===== src/sv/ctcgd_pkg.sv =====
// Shared types and constants for the greedy CTC decoder.
`default_nettype none

package ctcgd_pkg;

	localparam int CLASS_W = 6;
	localparam int PROB_W  = 17;
	localparam int COUNT_W = 6;

	localparam logic [PROB_W-1:0] ONE_Q16 = 17'h10000;
	localparam logic [CLASS_W-1:0] BLANK  = '0;

	localparam int NUM_CLASSES_DEF = 64;
	localparam int MAX_STEPS_DEF   = 32;

	localparam int QDEPTH = 2;
	localparam int QPTR_W = 1;
	localparam int QCNT_W = 2;

	// Work handed from the front end to the back end.
	typedef struct packed {
		logic               new_char;
		logic [CLASS_W-1:0] char_index;
		logic [PROB_W-1:0]  prob;
		logic [PROB_W-1:0]  best;
		logic               last;
	} op_t;

	// Queue status seen by the back end.
	typedef struct packed {
		logic valid;
	} qctl_t;

endpackage

`default_nettype wire


===== src/sv/ctc_greedy_decode.sv =====
// A timestep that adds a character or ends the sequence is queued; its result is
// registered when the back end loads it. Input: one timestep per cycle unless
// in_stall; a final character timestep gives two results, character then verdict.
// The back end does one 17x17 multiply per character; a two-entry queue decouples it.
// Reset: previous class blank, score one (Q1.16), count zero, queue and output empty.
`default_nettype none

module ctc_greedy_decode #(
	parameter int NUM_CLASSES = ctcgd_pkg::NUM_CLASSES_DEF,
	parameter int MAX_STEPS   = ctcgd_pkg::MAX_STEPS_DEF
) (
	input  wire logic                          clk,
	input  wire logic                          arst_n,
	input  wire logic                          in_valid,
	output      logic                          in_stall,
	input  wire logic [ctcgd_pkg::CLASS_W-1:0] class_id,
	input  wire logic [ctcgd_pkg::PROB_W-1:0]  prob,
	input  wire logic [ctcgd_pkg::PROB_W-1:0]  prev_best_conf,
	input  wire logic                          last_step,
	output      logic                          out_valid,
	input  wire logic                          out_stall,
	output      logic                          is_char,
	output      logic [ctcgd_pkg::CLASS_W-1:0] char_index,
	output      logic [ctcgd_pkg::COUNT_W-1:0] char_count,
	output      logic [ctcgd_pkg::PROB_W-1:0]  score,
	output      logic                          better,
	output      logic                          done_res
);

	logic              q_full;
	logic              q_push;
	logic              q_pop;
	ctcgd_pkg::op_t    q_op;
	ctcgd_pkg::op_t    head_op;
	ctcgd_pkg::qctl_t  head_ctl;

	ctcgd_front #(
		.NUM_CLASSES(NUM_CLASSES)
	) u_front (
		.clk           (clk),
		.arst_n        (arst_n),
		.in_valid      (in_valid),
		.in_stall      (in_stall),
		.class_id      (class_id),
		.prob          (prob),
		.prev_best_conf(prev_best_conf),
		.last_step     (last_step),
		.q_full        (q_full),
		.q_push        (q_push),
		.q_op          (q_op)
	);

	ctcgd_fifo u_fifo (
		.clk     (clk),
		.arst_n  (arst_n),
		.push    (q_push),
		.push_op (q_op),
		.full    (q_full),
		.pop     (q_pop),
		.head_ctl(head_ctl),
		.head_op (head_op)
	);

	ctcgd_back #(
		.MAX_STEPS(MAX_STEPS)
	) u_back (
		.clk       (clk),
		.arst_n    (arst_n),
		.head_ctl  (head_ctl),
		.head_op   (head_op),
		.pop       (q_pop),
		.out_valid (out_valid),
		.out_stall (out_stall),
		.is_char   (is_char),
		.char_index(char_index),
		.char_count(char_count),
		.score     (score),
		.better    (better),
		.done_res  (done_res)
	);

endmodule

`default_nettype wire


===== src/sv/ctcgd_front.sv =====
// Front end: takes timesteps, collapses repeats, drops blanks, queues work.
`default_nettype none

module ctcgd_front #(
	parameter int NUM_CLASSES = ctcgd_pkg::NUM_CLASSES_DEF
) (
	input  wire logic                         clk,
	input  wire logic                         arst_n,
	input  wire logic                         in_valid,
	output      logic                         in_stall,
	input  wire logic [ctcgd_pkg::CLASS_W-1:0] class_id,
	input  wire logic [ctcgd_pkg::PROB_W-1:0]  prob,
	input  wire logic [ctcgd_pkg::PROB_W-1:0]  prev_best_conf,
	input  wire logic                         last_step,
	input  wire logic                         q_full,
	output      logic                         q_push,
	output      ctcgd_pkg::op_t               q_op
);

	logic [ctcgd_pkg::CLASS_W-1:0] prev_class_q;
	logic [ctcgd_pkg::CLASS_W-1:0] cls;
	logic                          new_char;
	logic                          accept;

	always_comb begin
		// Treat a class beyond the alphabet as a blank.
		if (int'(class_id) >= NUM_CLASSES) begin
			cls = ctcgd_pkg::BLANK;
		end else begin
			cls = class_id;
		end
		new_char = (cls != ctcgd_pkg::BLANK) && (cls != prev_class_q);
	end

	assign in_stall = q_full;
	assign accept   = in_valid && !q_full;
	assign q_push   = accept && (new_char || last_step);

	always_comb begin
		q_op.new_char   = new_char;
		q_op.char_index = cls - ctcgd_pkg::CLASS_W'(1);
		q_op.prob       = (prob > ctcgd_pkg::ONE_Q16) ? ctcgd_pkg::ONE_Q16 : prob;
		q_op.best       = prev_best_conf;
		q_op.last       = last_step;
	end

	always_ff @(posedge clk or negedge arst_n) begin
		if (!arst_n) begin
			prev_class_q <= ctcgd_pkg::BLANK;
		end else if (accept) begin
			prev_class_q <= last_step ? ctcgd_pkg::BLANK : cls;
		end
	end

endmodule

`default_nettype wire


===== src/sv/ctcgd_fifo.sv =====
// Two-entry work queue between front and back ends.
`default_nettype none

module ctcgd_fifo (
	input  wire logic              clk,
	input  wire logic              arst_n,
	input  wire logic              push,
	input  wire ctcgd_pkg::op_t    push_op,
	output      logic              full,
	input  wire logic              pop,
	output      ctcgd_pkg::qctl_t  head_ctl,
	output      ctcgd_pkg::op_t    head_op
);

	ctcgd_pkg::op_t                   mem_q [ctcgd_pkg::QDEPTH];
	logic [ctcgd_pkg::QPTR_W-1:0]     wr_ptr_q;
	logic [ctcgd_pkg::QPTR_W-1:0]     rd_ptr_q;
	logic [ctcgd_pkg::QCNT_W-1:0]     count_q;
	logic                             do_push;
	logic                             do_pop;

	assign full           = (count_q == ctcgd_pkg::QCNT_W'(ctcgd_pkg::QDEPTH));
	assign head_ctl.valid = (count_q != '0);
	assign head_op        = mem_q[rd_ptr_q];
	assign do_push        = push && !full;
	assign do_pop         = pop && head_ctl.valid;

	always_ff @(posedge clk) begin
		if (do_push) begin
			mem_q[wr_ptr_q] <= push_op;
		end
	end

	always_ff @(posedge clk or negedge arst_n) begin
		if (!arst_n) begin
			wr_ptr_q <= '0;
			rd_ptr_q <= '0;
			count_q  <= '0;
		end else begin
			if (do_push) begin
				wr_ptr_q <= wr_ptr_q + ctcgd_pkg::QPTR_W'(1);
			end
			if (do_pop) begin
				rd_ptr_q <= rd_ptr_q + ctcgd_pkg::QPTR_W'(1);
			end
			case ({do_push, do_pop})
				2'b10:   count_q <= count_q + ctcgd_pkg::QCNT_W'(1);
				2'b01:   count_q <= count_q - ctcgd_pkg::QCNT_W'(1);
				default: count_q <= count_q;
			endcase
		end
	end

endmodule

`default_nettype wire


===== src/sv/ctcgd_back.sv =====
// Back end: scores characters, counts them and issues the end-of-sequence verdict.
`default_nettype none

module ctcgd_back #(
	parameter int MAX_STEPS = ctcgd_pkg::MAX_STEPS_DEF
) (
	input  wire logic                          clk,
	input  wire logic                          arst_n,
	input  wire ctcgd_pkg::qctl_t              head_ctl,
	input  wire ctcgd_pkg::op_t                head_op,
	output      logic                          pop,
	output      logic                          out_valid,
	input  wire logic                          out_stall,
	output      logic                          is_char,
	output      logic [ctcgd_pkg::CLASS_W-1:0] char_index,
	output      logic [ctcgd_pkg::COUNT_W-1:0] char_count,
	output      logic [ctcgd_pkg::PROB_W-1:0]  score,
	output      logic                          better,
	output      logic                          done_res
);

	localparam int CountCap = (MAX_STEPS < 63) ? MAX_STEPS : 63;
	localparam int ProdW    = 2 * ctcgd_pkg::PROB_W;

	logic [ctcgd_pkg::PROB_W-1:0]  run_score_q;
	logic [ctcgd_pkg::COUNT_W-1:0] emitted_q;
	logic                          verdict_pend_q;
	logic                          out_valid_q;
	logic                          is_char_q;
	logic [ctcgd_pkg::CLASS_W-1:0] char_index_q;
	logic [ctcgd_pkg::COUNT_W-1:0] char_count_q;
	logic [ctcgd_pkg::PROB_W-1:0]  score_q;
	logic                          better_q;
	logic                          done_res_q;

	logic                          load;
	logic                          do_char;
	logic [ProdW-1:0]              prod;
	logic [ctcgd_pkg::PROB_W-1:0]  new_score;
	logic [ctcgd_pkg::COUNT_W-1:0] new_count;

	assign load    = head_ctl.valid && (!out_valid_q || !out_stall);
	assign do_char = head_op.new_char && !verdict_pend_q;
	// Hold the entry while its verdict is still owed.
	assign pop     = load && !(do_char && head_op.last);

	always_comb begin
		prod      = ProdW'(run_score_q) * ProdW'(head_op.prob);
		new_score = prod[ctcgd_pkg::PROB_W+15:16];
		if (emitted_q < ctcgd_pkg::COUNT_W'(CountCap)) begin
			new_count = emitted_q + ctcgd_pkg::COUNT_W'(1);
		end else begin
			new_count = emitted_q;
		end
	end

	always_ff @(posedge clk or negedge arst_n) begin
		if (!arst_n) begin
			run_score_q    <= ctcgd_pkg::ONE_Q16;
			emitted_q      <= '0;
			verdict_pend_q <= 1'b0;
			out_valid_q    <= 1'b0;
		end else begin
			if (load) begin
				out_valid_q <= 1'b1;
				if (do_char) begin
					run_score_q    <= new_score;
					emitted_q      <= new_count;
					verdict_pend_q <= head_op.last;
				end else begin
					run_score_q    <= ctcgd_pkg::ONE_Q16;
					emitted_q      <= '0;
					verdict_pend_q <= 1'b0;
				end
			end else if (!out_stall) begin
				out_valid_q <= 1'b0;
			end
		end
	end

	always_ff @(posedge clk) begin
		if (load) begin
			if (do_char) begin
				is_char_q    <= 1'b1;
				char_index_q <= head_op.char_index;
				char_count_q <= new_count;
				score_q      <= new_score;
				better_q     <= 1'b0;
				done_res_q   <= 1'b0;
			end else begin
				is_char_q    <= 1'b0;
				char_index_q <= '0;
				char_count_q <= emitted_q;
				score_q      <= run_score_q;
				better_q     <= (run_score_q > head_op.best);
				done_res_q   <= 1'b1;
			end
		end
	end

	assign out_valid  = out_valid_q;
	assign is_char    = is_char_q;
	assign char_index = char_index_q;
	assign char_count = char_count_q;
	assign score      = score_q;
	assign better     = better_q;
	assign done_res   = done_res_q;

endmodule

`default_nettype wire

===== config.mk =====
export PLATFORM = sky130hd
export DESIGN_NAME = ctc_greedy_decode
export DESIGN_NICKNAME = d
export VERILOG_FILES = /design/src/sv/ctcgd_pkg.sv /design/src/sv/ctc_greedy_decode.sv /design/src/sv/ctcgd_front.sv /design/src/sv/ctcgd_fifo.sv /design/src/sv/ctcgd_back.sv
export SDC_FILE = /design/constraint.sdc
export NUM_CORES = 1
export LEC_CHECK = 0
export BUFFER_PORTS_ARGS = -buffer_cell sky130_fd_sc_hd__clkbuf_2
export CAP_MARGIN = 5
export CORE_MARGIN = 1.5
export CORE_UTILIZATION = 30
export CTS_BUF_LIST = sky130_fd_sc_hd__clkbuf_4
export CTS_CLUSTER_SIZE = 12
export DETAILED_ROUTE_END_ITERATION = 8
export MAX_ROUTING_LAYER = met4
export PLACE_DENSITY_LB_ADDON = 0.05
export SYNTH_ARGS = -nofsm -noshare
export SYNTH_HDL_FRONTEND = slang
export SYNTH_SLANG_ARGS = --single-unit

===== constraint.sdc =====
create_clock -name clk -period 9.9 [get_ports clk]
set_input_delay 1.98 -clock clk [delete_from_list [all_inputs] [get_ports clk]]
set_output_delay 1.98 -clock clk [all_outputs]
set_load 0.005 [all_outputs]

==> results of run 1 <==
==> critical path, delay by kind of cell (launching register included) <==
family | cells | cell delay [ns]
compound gates | 7 | 1.72
buf+inv | 3 | 0.15
flops | 1 | 0.71
xor+xnor | 1 | 0.32
simple gates | 1 | 0.16
mux | 1 | 0.54
fa+ha+maj | 7 | 3.43
==> registers in the layout (all words and copies together) (netlist names) <==
name / flops
u_back.better: 1
u_back.char_count: 6
u_back.char_index: 6
u_back.done_res: 1
u_back.emitted_q: 6
u_back.is_char: 1
u_back.out_valid: 1
u_back.run_score_q: 17
u_back.score: 17
u_back.verdict_pend_q: 1
u_fifo.count_q: 2
u_fifo.mem_q: 84
u_fifo.rd_ptr_q: 1
u_fifo.wr_ptr_q: 1
u_front.prev_class_q: 6
==> metrics by stage <==
step           setup WS, ns  hold WS [ns]  area [µm²]  std cells
5_1_grt               2.235        0.5431       17240       2292
2_1_floorplan         3.359        0.4586       15760       1548
6_report              2.598        0.5090       17240       2293
3_5_place_dp          2.647        0.4848       16900       2259
3_3_place_gp          2.621        0.4711       16900       2259
4_1_cts               2.578        0.5202       17240       2291
==> synth_stat cells (all sizes together), types with 6 or more instances <==
cell	count
buf	26
nor2b	58
mux2i	28
inv	287
ha	122
fa	221
nand2	245
nand2b	17
nor3	6
nor2	32
nand3	8
mux2	19
o31ai	9
xor2	16
nor4	7
a21oi	36
and2	76
clkbuf	45
xnor2	25
edfxtp	116
a21o	13
o21ai	42
dfrtp	34
and3	10
==> logic make-up after synthesis <==
| logic type | Yosys count |
|---|---|
| compound gates | 136 |
| xor+xnor | 41 |
| fa+ha+maj | 343 |
| buf+inv | 358 |
| flops | 151 |
| mux | 47 |
| simple gates | 472 |
==> routing by layer <==
metal	vias up	wire [µm]	share of wire [%]	track usage (%)
met5	-	0	0	-
met2	119	21570	47	29.83
li1	4954	-	-	-
met1	5387	22400	49	24.98
met4	0	660	1.4	4.099
met3	41	974	2.1	2.591
==> final cells by class <==
cell class	count	area, µm²	area share, %
multi-input cells	1039	10040	58.21
flip-flops and latches	151	4362	25.30
inverters	287	1077	6.248
well taps	680	850.8	4.934
repair buffers	102	570.5	3.309
clock inverters	15	212.7	1.234
clock buffers	17	127.6	0.7401
diodes	2	5.005	0.02903
==> path summary, 6_finish.rpt <==
check                                           start  depth (start not counted)  slack (ns)                 endpoint
worst max register to register        u_fifo.rd_ptr_q                         20        2.60         u_back.score[13]
worst min register to register  u_back.verdict_pend_q                          2        0.51    u_back.verdict_pend_q
max in group asynchronous                      arst_n                          2        8.02          u_fifo.rd_ptr_q
worst max-delay path                  u_fifo.rd_ptr_q                         20        2.60         u_back.score[13]
worst min-delay path            u_back.verdict_pend_q                          2        0.51    u_back.verdict_pend_q
min in group asynchronous                      arst_n                          2        1.36  u_front.prev_class_q[3]
==> impl.org, run 1 <==
** Run status
- The run finished with clean final reports.

** Setup path
- By startpoint and endpoint, the worst setup path is classified as reg -> reg.
- For this run, the slowest stage of the critical path takes 0.71 ns.
- Biggest fanout along the worst timing path :: 19
- Type of destination of the critical path :: flip-flop
- By instance count, the cell type seen most on the critical path is fa_1.
- Chain of cells forming the critical path :: mux2_2, nand2_1, fa_1, fa_1, fa_1, inv_1, fa_1, fa_1, inv_1, fa_1, inv_1, ha_1, a21oi_1, o211ai_1, a31oi_1, o21ai_1, a22oi_1, o21ai_1, xnor2_1, o21ai_0
- On the critical path, the stage with the largest delay is an instance of dfrtp_2.
- Kind of start point of the critical path :: flip-flop
- Arrival time at the worst endpoint :: 7.71 ns
- Data on the critical path is required at its endpoint by 10.31 ns.

** Synth
- The mapped netlist covers 15760 µm².
- Summing the areas of all fa, ha and maj instances in the mapped netlist gives 37.77% of the synthesized area.
- Post-synthesis xor/xnor area fraction :: 2.374%
- Multiplexer area fraction after synthesis :: 3.184%
- Share of the synthesized area in compound gates (AO/OA/AOI/OAI) :: 5.845%
- Of all flip-flops after synthesis, the portion carrying an async set or reset was 23.18%.
- After synthesis, the largest family of logic cells by area is adder cells.
- Syn_nets :: 1936
- Synthesis produced a netlist whose cell count is 1548.
- For this run, the number of Yosys warnings is 0.
- Summed over its instances, the top area cell type makes up 28.08% of the synthesized netlist area.
- Sequential cells were found to cover 27.67% of the synthesized design area.
- In this run the mean area of a mapped cell was 10.18 µm².
- Summed over all instances, the cell type with the most area after synthesis is fa_1.
- In this run, synthesis produced a sequential element count of 151.
- Ranked by total cell area, the synthesized netlist is headed by fa_1 28%, edfxtp_1 22%, ha_1 9.7%.
- Simple-gate area share of the yosys netlist :: 14.41%
- Yosys mapped a number of flops with a built-in enable equal to 116.
- Number of library cell types mapped by synthesis :: 64
- Primary flip-flop cell chosen by synthesis mapping :: edfxtp_1

** Placed design
- Count of input and output buffers :: 78
- The congestion estimate from routability-driven global placement came to 0.7951.
- HPWL after detailed placement :: 34360 µm

** Drt
- After detailed routing, the number of vias per cell comes to 4.580.
- Number of DRC violations after detailed routing :: 0
- The first routing iteration left 441 violations.
- Post-DRT Antenna Nets :: 0
- For this run, the detailed router's first-pass iteration total came to 5.
- Summed over all layers, the routed wires come to 45600 µm.
- The detailed router placed 10501 vias in this run.
- After detailed routing, the average wire length per cell comes to 19.89 µm.

** Cells and area
- Fill cell total of the finished layout :: 5326
- From synthesis to final layout, the design area changed by 9.434%.
- The top cell types in the final layout, fill and taps aside, are 286 x inv_1, 244 x nand2_1, 221 x fa_1.
- At the end of the flow the core is filled with cells to 33.41%.
- For this run, the post-layout net count is 1986.
- Layout cell share with drive strength beyond 1 :: 11.11%
- The library cell used most frequently in the layout, excluding fill and tap cells, is inv_1.

** Global routing
- The first global-routing pass estimated 71520 µm of wire.
- The initial antenna violation count is 2.
- For this run the aggregate overflow at the end of global routing stands at 0.
- Vias in the first global route :: 11647
- Entering global routing, the biggest net connects 43 pins.
- Global routing used 18.62% of the available tracks.

** Timing
- Transition time at the pin with the least slew margin :: 1.029 ns
- The worst path uses 73.76% of the clock period.
- Final Max Slew Viols :: 0
- Post-Route Setup TNS :: 0 ns
- Slew margin rel. :: 31.41%
- Setup violations remaining at the end of the flow were counted as 0.
- Final setup skew :: 0.04238 ns
- After layout, the minimum clock period comes to 7.302 ns.
- The hold violation total from the final report was 0.
- Highest achievable clock rate :: 136.9 MHz
- Setup repair after global routing left no endpoint under its margin.

** Die
- Full die area :: 53910 µm²
- From left edge to right edge, the die measures 232.2 µm.
- Height of the chip :: 232.2 µm
- For this configuration, the core starts out at a cell density of 30.53%.
- The region available for standard cell placement spans 51610 µm².
- After floorplanning, the core was divided into 83 placement rows.
- I/O pin count :: 79

** CTS
- Clock tree from TritonCTS :: done
- Buffers inserted during clock tree synthesis total 17.
- In this run the post-CTS setup repair buffer count came out at 0.
- The clock reaches the later pin of the worst-skew pair after 0.70 ns.
- Number of sinks driven by the clock tree :: 151
- Max H-tree Level :: 4
- Maximum clock path buffer count :: 2
- After clock tree synthesis, the repair step resized 0 gates.
- In this run, post-CTS hold repair placed 0 buffers.
- The tree is rooted in a clkbuf_4.
- Clock-pin slew was measured on the worst setup and hold paths at 0.15 ns.

** Flow run
- Across the run, the number of max-cap violations was 0.

** Min path
- Path category of the worst min-delay check :: reg -> reg
Power of run 1 is left out: the tool's default activity adds up to more than one toggle a clock period on the data nets, which glitch-free logic cannot reach.
==> run 2, diff against run 1 <==
ABC_AREA = 1   (was unset)
clock period = 7.1 ns   (was 9.9 ns; I/O delays follow)
==> impl.org, run 2 <==
** Timing
- Final setup violating endpoints :: 0
- Of the available clock period, the critical path in the final layout requires 94.26%.
- Shortest period the worst path allows :: 6.693 ns
- Adding up every negative setup slack in the final design gives 0 ns.
- The final count of pins violating max slew is 0.
- Highest achievable clock rate :: 149.4 MHz
- Setup repair after global routing left no endpoint under its margin.
- Across the routed clock network, the largest skew measured is 0.02217 ns.
- Hold Violations, Final :: 0
- Slew margin rel. :: 26.81%
- At the pin with the least slew margin, the transition time is 1.098 ns.

** Synth
- Leading area contributor after synthesis :: fa_1
- Primary flip-flop cell chosen by synthesis mapping :: edfxtp_1
- The synthesized design contains 116 enable-type register cells.
- Syn_nets :: 2241
- In this run, synthesis produced a sequential element count of 151.
- Synth async-reset ratio :: 23.18%
- The most common cell in the synthesized netlist is inv_1.
- Gate Count Post-Synth :: 1853
- Sequential fraction of the synthesis area :: 27.11%
- Area of the mapped netlist :: 16080 µm²
- After synthesis, the mean cell area works out to 8.680 µm².
- Number of library cell types mapped by synthesis :: 38
- The top cell type by area accounts for 27.51% of the synthesized area.
- After synthesis, the cell types taking the most area are fa_1 28%, edfxtp_1 22%, inv_1 9.6%.
- By count the netlist is led by 412 x inv_1, 398 x nand2_1, 221 x fa_1.
- During synthesis, Yosys emitted a total of 0 warnings.

** Global routing
- Entering global routing, the biggest net connects 56 pins.
- Gr ovfl total :: 0
- The initial antenna violation count is 1.
- Global routing consumed, over all layers together, 20.51% of the routing resources.
- The via count of the first global-routing pass came to 12988.
- The first global-routing pass estimated 79420 µm of wire.

** Setup path
- STA classifies the critical path endpoint as a flip-flop.
- Delay of the slowest cell on the worst path :: 0.55 ns
- Biggest fanout along the worst timing path :: 18
- STA puts the critical path data arrival time at 7.06 ns.
- Kind of start point of the critical path :: flip-flop
- Flop2flop setup slack :: 0.41 ns
- Logic depth of the worst register-to-register path :: 24
- RR Endpoint :: u_back.score[3]
- The slowest stage of the critical path is the fa_1 cell.
- Chain of cells forming the critical path :: inv_2, or2_2, nand2_1, clkinvlp_4, nand2_1, fa_1, fa_1, inv_1, fa_1, fa_1, fa_1, inv_1, fa_1, inv_1, ha_1, nand2_1, o21ai_0, inv_1, nand2_1, inv_1, nand2_1, nand2_1, nand3_1, o21ai_0
- The startpoint identified for the worst register-to-register timing path is u_fifo.rd_ptr_q.
- The critical path is of the reg -> reg type.
- Data on the critical path is required at its endpoint by 7.46 ns.

** Die
- I/O pin count :: 79
- Width of the die :: 234.5 µm
- The initial utilization of the core area, before any placement, comes to 30.49%.
- The die covers 55010 µm².
- Row generation in the floorplan step produced 84 rows.
- The floorplan step defined a core boundary enclosing 52760 µm².
- The die is 234.5 µm tall.

** CTS
- # Post-CTS Setup Buffers :: 0
- Number of sinks driven by the clock tree :: 151
- In this run the number of H-tree levels came out at 4.
- Clock latency on the worst-skew pair, taken at its later pin, is 0.64 ns.
- Clock tree synthesis inserted a total of 17 buffers.
- In this run the deepest clock path goes through 2 buffers.
- Clock-pin slew was measured on the worst setup and hold paths at 0.15 ns.
- Hold-fix buffers, CTS :: 0
- Clock tree from TritonCTS :: done
- In this run the clock root is driven by a clkbuf_4.

** Flow run
- Max-cap check violation count :: 0

** Drt
- Dividing the detail-routed wire length by the instance count gives 19.27 µm.
- Number of DRC violations after detailed routing :: 0
- For this block, the via count after detailed routing is 12174.
- Per-cell via count in the routed design :: 4.585
- Post-DRT Antenna Nets :: 0
- The first TritonRoute pass finished after 5 iterations.
- Starting DRC count in detailed routing :: 656
- Detailed-route wire length :: 51150 µm

** Cells and area
- In the final layout, the share of cells above drive strength 1 is 11.00%.
- Relative to the synthesized area, the layout overhead comes to 11.00%.
- In the layout the commonest cells are 410 x inv_1, 398 x nand2_1, 221 x fa_1.
- The filler cells instantiated in the layout total 5611.
- u_fifo.mem_q holds more flip-flops than any other register.
- In the final layout, the multi-input gates occupy 9940 µm².
- Flip-flop count of the largest register after layout :: 84
- Summing all flip-flop and latch instances after layout gives 4362 µm².
- Leading cell type in the layout, fill and taps excluded :: inv_1
- In the final design database the tool counted 2339 nets.

** Placed design
- Buffers placed on the I/O ports in this run total 78.
- Detailed placement ended at an HPWL of 41710 µm.
- GPL Wtd Cong :: 0.8902

** Min path
- Worst min-delay path endpoint :: u_back.emitted_q[2]
- Cell depth of the worst min-delay path :: 2
- The worst hold path begins at u_back.emitted_q[2].
- The min-delay analysis places its worst path in the category reg -> reg.

** Run status
- Status :: finished clean
run 2: changes by cell type after synthesis, moves of 20 or more:
cell / before / now
nand2_1: 244 / 398
nor2_1: 32 / 186
inv_1: 287 / 412
and2_1: 76 / 4
nor2b_1: 58 / 0
nand3_1: 7 / 57
o21ai_0: 29 / 73
or2_2: 1 / 31
a21oi_1: 29 / 52
xnor2_1: 23 / 3
run 2: worst max-delay path by stage:
stage	startpoint	to	slack, ns	cells past startpoint
after global placement	u_fifo.rd_ptr_q	u_back.score[11]	0.37	25
final	u_fifo.rd_ptr_q	u_back.score[3]	0.41	24
after floorplan	u_fifo.rd_ptr_q	u_back.score[16]	1.21	27
after CTS	u_fifo.rd_ptr_q	u_back.score[11]	0.33	25
after global routing	u_fifo.rd_ptr_q	u_back.score[14]	0.04	26
after detailed placement	u_fifo.rd_ptr_q	u_back.score[11]	0.37	25
run 2: what timing repair did:
item / 4_1_cts / 5_1_grt
endpoints found under the hold margin: 0 / 0
endpoints found under the setup margin: 0 / 1
resized for setup: 0 / 1
run 2: logic make-up after synthesis:
logic type / share of synthesized area [%]
buffers and inverters: 11.21
and+or+nand+nor: 18.37
muxes: 0.9957
adders and majority gates: 37.00
AOI/OAI and AO/OA: 4.667
DFF: 27.11
xor gates and xnor gates: 0.6535
run 2: cell type report:
| type | count | share of cell area [%] |
|---|---|---|
| timing repair buffer | 134 | 4.541 |
| clock buffer | 17 | 0.7148 |
| multi-input combinational | 1228 | 55.67 |
| inverter | 419 | 8.844 |
| clock inverter | 15 | 0.9321 |
| tap | 688 | 4.822 |
| sequential | 151 | 24.43 |
| antenna | 3 | 0.04205 |
run 2: metal layers:
layer	vias to the layer above	global-route usage (%)	share of wire (%)	wire (µm)
li1	5834	-	-	-
met1	6065	27.68	47	24300
met2	225	32.38	47	23810
met3	50	2.289	3.3	1704
met4	0	6.270	2.6	1341
met5	-	-	0	0
run 2: per-stage QoR:
| stage | area (µm²) | worst slack (ns) | std cells | hold WS (ns) | util [%] |
|---|---|---|---|---|---|
| 6_report | 17850 | 0.4075 | 2655 | 0.5408 | 33.84 |
| 5_1_grt | 17850 | 0.03753 | 2654 | 0.5671 | 33.83 |
| 4_1_cts | 17840 | 0.3288 | 2652 | 0.5477 | 33.82 |
| 3_5_place_dp | 17550 | 0.3736 | 2620 | 0.5111 | 33.26 |
| 3_3_place_gp | 17550 | 0.3707 | 2620 | 0.5018 | 33.26 |
| 2_1_floorplan | 16080 | 1.208 | 1853 | 0.4751 | - |
run 2: critical path, delay by kind of cell, from the launching register on:
kind	cells	cell delay [ns]
compound gates	2	0.54
fa+ha+maj	7	3.41
flops	1	0.42
buf+inv	7	0.79
simple gates	8	1.26
Power of run 2 is left out for the same reason.
